### src/hdl/olcv_pkg.sv
// Package for the location code validator.
// Holds the character classes, digit table, limits and the verdict type.
// Depends on nothing; used by every module in hdl/.
package olcv_pkg;

    localparam int unsigned POS_W        = 5;
    localparam int unsigned FULL_SEP_POS = 8;
    localparam int unsigned DIGIT_BASE   = 20;
    localparam int unsigned LAT_LIMIT     = 90;
    localparam int unsigned LON_LIMIT     = 180;
    localparam int unsigned NUM_DIGITS    = 20;
    localparam int unsigned DIGIT_W       = 5;

    // Smallest digit value whose scaled value reaches twice the limit.
    localparam int unsigned LAT_DIGIT_MIN =
        (2 * LAT_LIMIT + DIGIT_BASE - 1) / DIGIT_BASE;
    localparam int unsigned LON_DIGIT_MIN =
        (2 * LON_LIMIT + DIGIT_BASE - 1) / DIGIT_BASE;

    localparam logic [POS_W-1:0] POS_MAX = {POS_W{1'b1}};

    localparam logic [7:0] CHAR_PLUS    = 8'h2B;
    localparam logic [7:0] CHAR_ZERO    = 8'h30;
    localparam logic [7:0] CHAR_LOWER_A = 8'h61;
    localparam logic [7:0] CHAR_LOWER_Z = 8'h7A;
    localparam logic [7:0] CASE_OFFSET  = 8'h20;

    localparam logic [7:0] DIGIT_SET [NUM_DIGITS] = '{
        8'h32, 8'h33, 8'h34, 8'h35, 8'h36, 8'h37, 8'h38, 8'h39, 8'h43, 8'h46,
        8'h47, 8'h48, 8'h4A, 8'h4D, 8'h50, 8'h51, 8'h52, 8'h56, 8'h57, 8'h58
    };

    // Classification of one upper-cased character.
    typedef struct packed {
        logic               is_digit;
        logic [DIGIT_W-1:0] digit;
        logic               is_plus;
        logic               is_zero;
    } olcv_class_t;

    // One result request.
    typedef struct packed {
        logic code_full;
        logic code_short;
        logic code_valid;
    } olcv_verdict_t;

    // Digit value of a character, NUM_DIGITS when it is not a digit.
    function automatic logic [DIGIT_W-1:0] digit_value(input logic [7:0] c);
        logic [DIGIT_W-1:0] v;
        v = DIGIT_W'(NUM_DIGITS);
        for (int i = 0; i < NUM_DIGITS; i++) begin
            if (DIGIT_SET[i] == c) begin
                v = DIGIT_W'(i);
            end
        end
        return v;
    endfunction

endpackage

### src/hdl/location_code_validator.sv
// Top level of the location code validator.
// Instantiates olcv_char_class and olcv_track; uses olcv_pkg.
//
// The block takes the characters of one location code, one request per
// cycle on the s_ channel while s_tready is high, with s_tlast set on the
// final character; a new character can follow in the very next cycle
// unless the input stalls. Only the final character of a code produces a
// result request, which appears on the m_ channel in the cycle after that
// final character is accepted and holds
// there until m_tready takes it. The result says whether the code is valid,
// whether it is a short code (separator before position eight) and whether
// it is a full code (separator at eight and both leading digits in range).
// Characters are classified case-insensitively; the running state is cleared
// after every final character, so codes may be streamed back to back. The
// input stalls whenever a finished result is still waiting and m_tready is
// low, whatever the next character is; one register stage separates the
// two channels.
module location_code_validator (
    input  logic       aclk,
    input  logic       aresetn,
    input  logic       s_tvalid,
    output logic       s_tready,
    input  logic [7:0] s_tdata,   // [7:0] ch
    input  logic       s_tlast,   // is_last
    output logic       m_tvalid,
    input  logic       m_tready,
    output logic [7:0] m_tdata    // [0] code_valid, [1] code_short, [2] code_full, rest zero
);
    import olcv_pkg::*;

    olcv_class_t   cls;
    olcv_verdict_t verdict;
    olcv_verdict_t out_data_reg;
    logic          out_valid_reg;
    logic          accept;

    // Accept whenever the output register is empty or is being emptied now.
    assign s_tready = ~out_valid_reg | m_tready;
    assign accept   = s_tvalid & s_tready;

    olcv_char_class u_class (
        .ch  (s_tdata),
        .cls (cls)
    );

    olcv_track u_track (
        .aclk    (aclk),
        .aresetn (aresetn),
        .accept  (accept),
        .is_last (s_tlast),
        .cls     (cls),
        .verdict (verdict)
    );

    // Output register: loaded by the final character of a code.
    always_ff @(posedge aclk) begin
        if (!aresetn) begin
            out_valid_reg <= 1'b0;
        end else if (accept && s_tlast) begin
            out_valid_reg <= 1'b1;
        end else if (m_tready) begin
            out_valid_reg <= 1'b0;
        end
    end

    always_ff @(posedge aclk) begin
        if (accept && s_tlast) begin
            out_data_reg <= verdict;
        end
    end

    assign m_tvalid = out_valid_reg;
    assign m_tdata  = {5'b0, out_data_reg.code_full, out_data_reg.code_short,
                       out_data_reg.code_valid};

`ifndef ASSERT_OFF
    a_last_gives_result: assert property (@(posedge aclk) disable iff (!aresetn)
        accept && s_tlast |=> m_tvalid)
        else $error("final character produced no result");
    a_drain_empties: assert property (@(posedge aclk) disable iff (!aresetn)
        m_tvalid && m_tready && !(accept && s_tlast) |=> !m_tvalid)
        else $error("result repeated after it was taken");
    a_short_is_valid: assert property (@(posedge aclk) disable iff (!aresetn)
        m_tvalid && (m_tdata[1] || m_tdata[2]) |-> m_tdata[0] && !(m_tdata[1] && m_tdata[2]))
        else $error("short or full flag on an invalid code");
`endif

endmodule

### src/hdl/olcv_char_class.sv
// Character classifier for the location code validator.
// Folds case and looks the character up in the digit table; uses olcv_pkg.
module olcv_char_class (
    input  logic [7:0]           ch,
    output olcv_pkg::olcv_class_t cls
);
    import olcv_pkg::*;

    logic [7:0]         upper;
    logic [DIGIT_W-1:0] dval;

    always_comb begin
        if (ch >= CHAR_LOWER_A && ch <= CHAR_LOWER_Z) begin
            upper = ch - CASE_OFFSET;
        end else begin
            upper = ch;
        end
        dval         = digit_value(upper);
        cls.digit    = dval;
        cls.is_digit = (dval != DIGIT_W'(NUM_DIGITS));
        cls.is_plus  = (upper == CHAR_PLUS);
        cls.is_zero  = (upper == CHAR_ZERO);
    end

endmodule

### src/hdl/olcv_track.sv
// Running code state and end-of-code verdict for the location code validator.
// Holds the flags and saturating counters; uses olcv_pkg.
module olcv_track (
    input  logic                    aclk,
    input  logic                    aresetn,
    input  logic                    accept,
    input  logic                    is_last,
    input  olcv_pkg::olcv_class_t   cls,
    output olcv_pkg::olcv_verdict_t verdict
);
    import olcv_pkg::*;

    logic [POS_W-1:0] position_reg, position_next;
    logic             bad_char_reg, bad_char_next;
    logic [1:0]       sep_count_reg, sep_count_next;
    logic [POS_W-1:0] sep_index_reg, sep_index_next;
    logic [1:0]       after_sep_reg, after_sep_next;
    logic             pad_started_reg, pad_started_next;
    logic             pad_error_reg, pad_error_next;
    logic             pad_odd_reg, pad_odd_next;
    logic             pad_closed_reg, pad_closed_next;
    logic             lat_bad_reg, lat_bad_next;
    logic             lon_bad_reg, lon_bad_next;
    logic             valid_c;
    logic             short_c;

    always_comb begin
        bad_char_next    = bad_char_reg | ~(cls.is_digit | cls.is_plus | cls.is_zero);
        after_sep_next   = after_sep_reg;
        sep_count_next   = sep_count_reg;
        sep_index_next   = sep_index_reg;
        pad_started_next = pad_started_reg;
        pad_error_next   = pad_error_reg;
        pad_odd_next     = pad_odd_reg;
        pad_closed_next  = pad_closed_reg;
        lat_bad_next     = lat_bad_reg;
        lon_bad_next     = lon_bad_reg;

        if (sep_count_reg != 2'd0 && after_sep_reg != 2'd2) begin
            after_sep_next = after_sep_reg + 2'd1;
        end
        if (cls.is_plus) begin
            if (sep_count_reg == 2'd0) begin
                sep_index_next = position_reg;
            end
            if (sep_count_reg != 2'd2) begin
                sep_count_next = sep_count_reg + 2'd1;
            end
        end
        if (cls.is_zero) begin
            if (position_reg == '0 || pad_closed_reg) begin
                pad_error_next = 1'b1;
            end
            pad_started_next = 1'b1;
            pad_odd_next     = ~pad_odd_reg;
        end else if (pad_started_reg) begin
            pad_closed_next = 1'b1;
        end
        if (position_reg == POS_W'(0)) begin
            if (cls.is_digit && cls.digit >= DIGIT_W'(LAT_DIGIT_MIN)) begin
                lat_bad_next = 1'b1;
            end
        end else if (position_reg == POS_W'(1)) begin
            if (cls.is_digit && cls.digit >= DIGIT_W'(LON_DIGIT_MIN)) begin
                lon_bad_next = 1'b1;
            end
        end
        if (position_reg != POS_MAX) begin
            position_next = position_reg + POS_W'(1);
        end else begin
            position_next = position_reg;
        end

        valid_c = ~bad_char_next
                & (sep_count_next == 2'd1)
                & (sep_index_next <= POS_W'(FULL_SEP_POS))
                & ~sep_index_next[0]
                & (after_sep_next != 2'd1)
                & ~(pad_started_next & (pad_error_next | pad_odd_next | ~cls.is_plus));
        short_c = valid_c & (sep_index_next < POS_W'(FULL_SEP_POS));

        verdict.code_valid = valid_c;
        verdict.code_short = short_c;
        verdict.code_full  = valid_c & ~short_c & ~lat_bad_next & ~lon_bad_next;
    end

    always_ff @(posedge aclk) begin
        if (!aresetn || (accept && is_last)) begin
            position_reg    <= '0;
            bad_char_reg    <= 1'b0;
            sep_count_reg   <= 2'd0;
            sep_index_reg   <= '0;
            after_sep_reg   <= 2'd0;
            pad_started_reg <= 1'b0;
            pad_error_reg   <= 1'b0;
            pad_odd_reg     <= 1'b0;
            pad_closed_reg  <= 1'b0;
            lat_bad_reg     <= 1'b0;
            lon_bad_reg     <= 1'b0;
        end else if (accept) begin
            position_reg    <= position_next;
            bad_char_reg    <= bad_char_next;
            sep_count_reg   <= sep_count_next;
            sep_index_reg   <= sep_index_next;
            after_sep_reg   <= after_sep_next;
            pad_started_reg <= pad_started_next;
            pad_error_reg   <= pad_error_next;
            pad_odd_reg     <= pad_odd_next;
            pad_closed_reg  <= pad_closed_next;
            lat_bad_reg     <= lat_bad_next;
            lon_bad_reg     <= lon_bad_next;
        end
    end

`ifndef ASSERT_OFF
    a_clear_after_last: assert property (@(posedge aclk) disable iff (!aresetn)
        accept && is_last |=> position_reg == '0 && sep_count_reg == 2'd0)
        else $error("state not cleared after last character");
    a_sep_count_sat: assert property (@(posedge aclk) disable iff (!aresetn)
        sep_count_reg != 2'd3)
        else $error("separator count passed saturation");
    a_after_needs_sep: assert property (@(posedge aclk) disable iff (!aresetn)
        after_sep_reg != 2'd0 |-> sep_count_reg != 2'd0)
        else $error("characters counted after a missing separator");
`endif

endmodule

### config.mk
export PLATFORM = sky130hd
export DESIGN_NAME = location_code_validator
export DESIGN_NICKNAME = d
export VERILOG_FILES = /design/src/hdl/olcv_pkg.sv /design/src/hdl/location_code_validator.sv /design/src/hdl/olcv_char_class.sv /design/src/hdl/olcv_track.sv
export SDC_FILE = /design/constraint.sdc
export NUM_CORES = 1
export LEC_CHECK = 0
export BUFFER_PORTS_ARGS = -buffer_cell sky130_fd_sc_hd__buf_2
export CORE_AREA = 3 3 60 62
export DETAILED_ROUTE_END_ITERATION = 6
export DIE_AREA = 0 0 63 65
export HOLD_SLACK_MARGIN = 0.12
export PLACE_DENSITY = 0.74
export REMOVE_ABC_BUFFERS = 1
export SLEW_MARGIN = 20
export SYNTH_ARGS = -nofsm -noshare
export SYNTH_HDL_FRONTEND = slang
export SYNTH_SLANG_ARGS = --single-unit
export TNS_END_PERCENT = 10
### constraint.sdc
create_clock -name aclk -period 2.83 [get_ports aclk]
set_input_delay 0.4245 -clock aclk [delete_from_list [all_inputs] [get_ports aclk]]
set_output_delay 0.4245 -clock aclk [all_outputs]
set_load 0.005 [all_outputs]
==> flow_metrics.env <==
export IMPL_antenna_found_initial=0
export IMPL_vias=1573
export IMPL_power_density_nw_per_um2=347
export IMPL_synth_top_cell_area_share_pct=25.2
export IMPL_synth_cell_types=59
export IMPL_cts_sinks=25
export IMPL_path_delay_family="compound AO/OA/AOI/OAI gates"
export IMPL_slew_viol_final=0
export IMPL_syn_area_per_cell_sq_um=8.21
export IMPL_syn_to_final_growth_pct=5.79
export IMPL_gp_congestion=0.819
export IMPL_port_buffers=17
export IMPL_n_antenna_cell=0
export IMPL_synth_cells=213
export IMPL_ys_flop_type="dfxtp_1"
export IMPL_required_ns=2.94
export IMPL_clock_fmax_mhz=444
export IMPL_hold_class="primary input to flip-flop"
export IMPL_root_buffer="clkbuf_4"
export IMPL_postCtsHoldBufs=0
export IMPL_cpMaxStageDelayCell="a2111oi_0"
export IMPL_drv_cap=0
export IMPL_fill_cells=291
export IMPL_rsz0062_at_grt="false"
export IMPL_path_class="flip-flop to flip-flop"
export IMPL_cts_setup_buffers=0
export IMPL_crit_chain="inv_1 -> ha_1 -> nand4bb_1 -> a2111oi_0 -> a211oi_2 -> o221ai_2 -> and4b_1"
export IMPL_irDropWorstVdd_v=0.000253
export IMPL_viasPerCell=5.91
export IMPL_die_w_um=63
export IMPL_syn_area_sq_um=1750
export IMPL_dpl_hpwl_um=2830
export IMPL_cts_buffers=3
export IMPL_drtAntennaViolNets=0
export IMPL_cp_max_fo=9
export IMPL_crit_path_start_kind="flip-flop"
export IMPL_yosysTopAreaCell="dfxtp_1"
export IMPL_period_needed_ns=2.25
export IMPL_power_w=0.000641
export IMPL_setup_violations=0
export IMPL_grt_pass1_vias=1428
export IMPL_die_area_sq_um=4100
export IMPL_tritoncts="yes"
export IMPL_rows=20
export IMPL_insertion_delay_ns=0.33
export IMPL_track_usage_pct=19.5
export IMPL_wl_per_cell_um=14.1
export IMPL_ys_async_sr_fraction_pct=0
export IMPL_finalCritPeriodShare_pct=79.6
export IMPL_yosys_warnings=0
export IMPL_nets=244
export IMPL_dpl_instance_area_sq_um=1820
export IMPL_dr_first_iter_drc_count=163
export IMPL_synth_seq_cells=25
export IMPL_leakage_nw=0.719
export IMPL_ctsResizeCount=0
export IMPL_ys_seq_area_share_pct=30.3
export IMPL_cp_arrival_ns=2.37
export IMPL_status="finished, final reports clean"
export IMPL_critPathCaptureType="flip-flop"
export IMPL_die_y_um=65
export IMPL_synth_edff_count=3
export IMPL_drive_gt1_share_pct=16.7
export IMPL_cts_buffer_depth=2
export IMPL_grt_max_degree=22
export IMPL_finClkSkew_ns=0.0181
export IMPL_hold_violations=0
export IMPL_totalNegativeSetupSlack_ns=0
export IMPL_grt_remaining_overflow=0
export IMPL_core_area_sq_um=3080
export IMPL_remaining_drc_errors=0
export IMPL_wirelength_um=3760
export IMPL_grt_pass1_wl_um=6420
export IMPL_fin_area_sq_um=1850
export IMPL_tightest_slew_ns=0.653
export IMPL_critPathBufInv=1
export IMPL_start_util_pct=56.8
export IMPL_htreeDepth=1
export IMPL_ys_top_cells_by_area="dfxtp_1, ha_1, edfxtp_1"
export IMPL_cts_reportedPaths_clkPinSlew_ns=0.14
export IMPL_slew_headroom_pct=56.3
export IMPL_dr_pass1_iters=4
export IMPL_num_io_pins=23
export IMPL_critPathMaxStageDelay_ns=0.59
==> through the flow <==
step	setup slack (ns)	hold slack [ns]	util, %	cells
after global placement	0.489	0.440	59.2	262
after CTS	0.602	0.342	60.1	266
after global routing	0.503	0.350	60.1	266
after floorplan	0.755	0.426	-	200
after detailed placement	0.400	0.446	59.2	262
final	0.578	0.344	60.1	266
==> power by group <==
group	internal, W	switching [W]
clock	0.0000531	0.000107
combinational	0.0000433	0.0000688
sequential	0.000364	0.00000513
total	0.000461	0.000181
==> cell usage after synthesis (all sizes together), types with 4 or more instances <==
library cell	number
nor2	23
dfxtp	22
nand2	16
a21oi	15
inv	10
o21ai	10
clkbuf	9
buf	8
ha	8
nand2b	7
nand3	7
or3	6
nand3b	5
a31oi	4
and2	4
nor3b	4
xnor2	4
==> cell usage in the layout, fill, tap and decap left out, types with 3 or more instances in the layout <==
| master | synthesis | final |
|---|---|---|
| or3_1 | 5 | 5 |
| and3_1 | 3 | 3 |
| buf_2 | 2 | 17 |
| nand3_1 | 7 | 7 |
| mux2i_1 | 3 | 3 |
| xnor2_1 | 4 | 4 |
| o21ai_0 | 10 | 10 |
| nor2_1 | 21 | 21 |
| a21oi_1 | 14 | 14 |
| edfxtp_1 | 3 | 3 |
| dfxtp_1 | 22 | 22 |
| ha_1 | 8 | 8 |
| a31oi_1 | 4 | 4 |
| o21a_1 | 3 | 3 |
| nor3b_1 | 3 | 3 |
| conb_1 | 1 | 5 |
| nand3b_1 | 4 | 4 |
| and2_1 | 4 | 4 |
| clkbuf_4 | 0 | 3 |
| nand2b_1 | 6 | 6 |
| nand2_1 | 16 | 16 |
| inv_1 | 10 | 10 |
==> kinds of logic (layout without fill, tap and decap cells) <==
family | after synthesis | count (layout) | synth area share [%]
simple gates | 91 | 91 | 31.0
compound gates | 51 | 51 | 20.2
buf+inv | 27 | 32 | 7.22
other cells | 1 | 5 | 0.214
xor+xnor | 6 | 6 | 3.00
flops | 25 | 25 | 30.3
mux | 3 | 3 | 1.72
fa+ha+maj | 9 | 9 | 6.29
==> metal layers <==
| metal | routed length [um] | up-vias | track usage (%) |
|---|---|---|---|
| met3 | 273 | 10 | 4.85 |
| li1 | - | 776 | - |
| met2 | 1770 | 64 | 32.5 |
| met4 | 68 | 0 | 7.44 |
| met1 | 1650 | 723 | 24.1 |
| met5 | 0 | - | 0 |
==> worst paths after layout <==
| path | startpoint | to | slack (ns) | cells after the start |
|---|---|---|---|---|
| hold / removal | aresetn | m_tvalid | 0.34 | 2 |
| hold reg to reg | u_track.sep_index_reg[0] | u_track.sep_index_reg[0] | 0.46 | 2 |
| setup reg to reg | u_track.sep_count_reg[0] | m_tdata[2] | 0.58 | 7 |
| setup / recovery | u_track.sep_count_reg[0] | m_tdata[2] | 0.58 | 7 |
==> final cells by class <==
type                    instances  area (sq um)  share of cell area (%)
clock buffers                   3          22.5                    1.22
clock inverters                 1          5.00                   0.270
inverters                      10          37.5                    2.03
multi-input cells             165          1110                    59.8
flip-flops and latches         25           531                    28.7
well taps                      44          55.1                    2.97
repair buffers                 18          92.6                    5.00
Note: power is estimated with default switching activity, not from simulation.
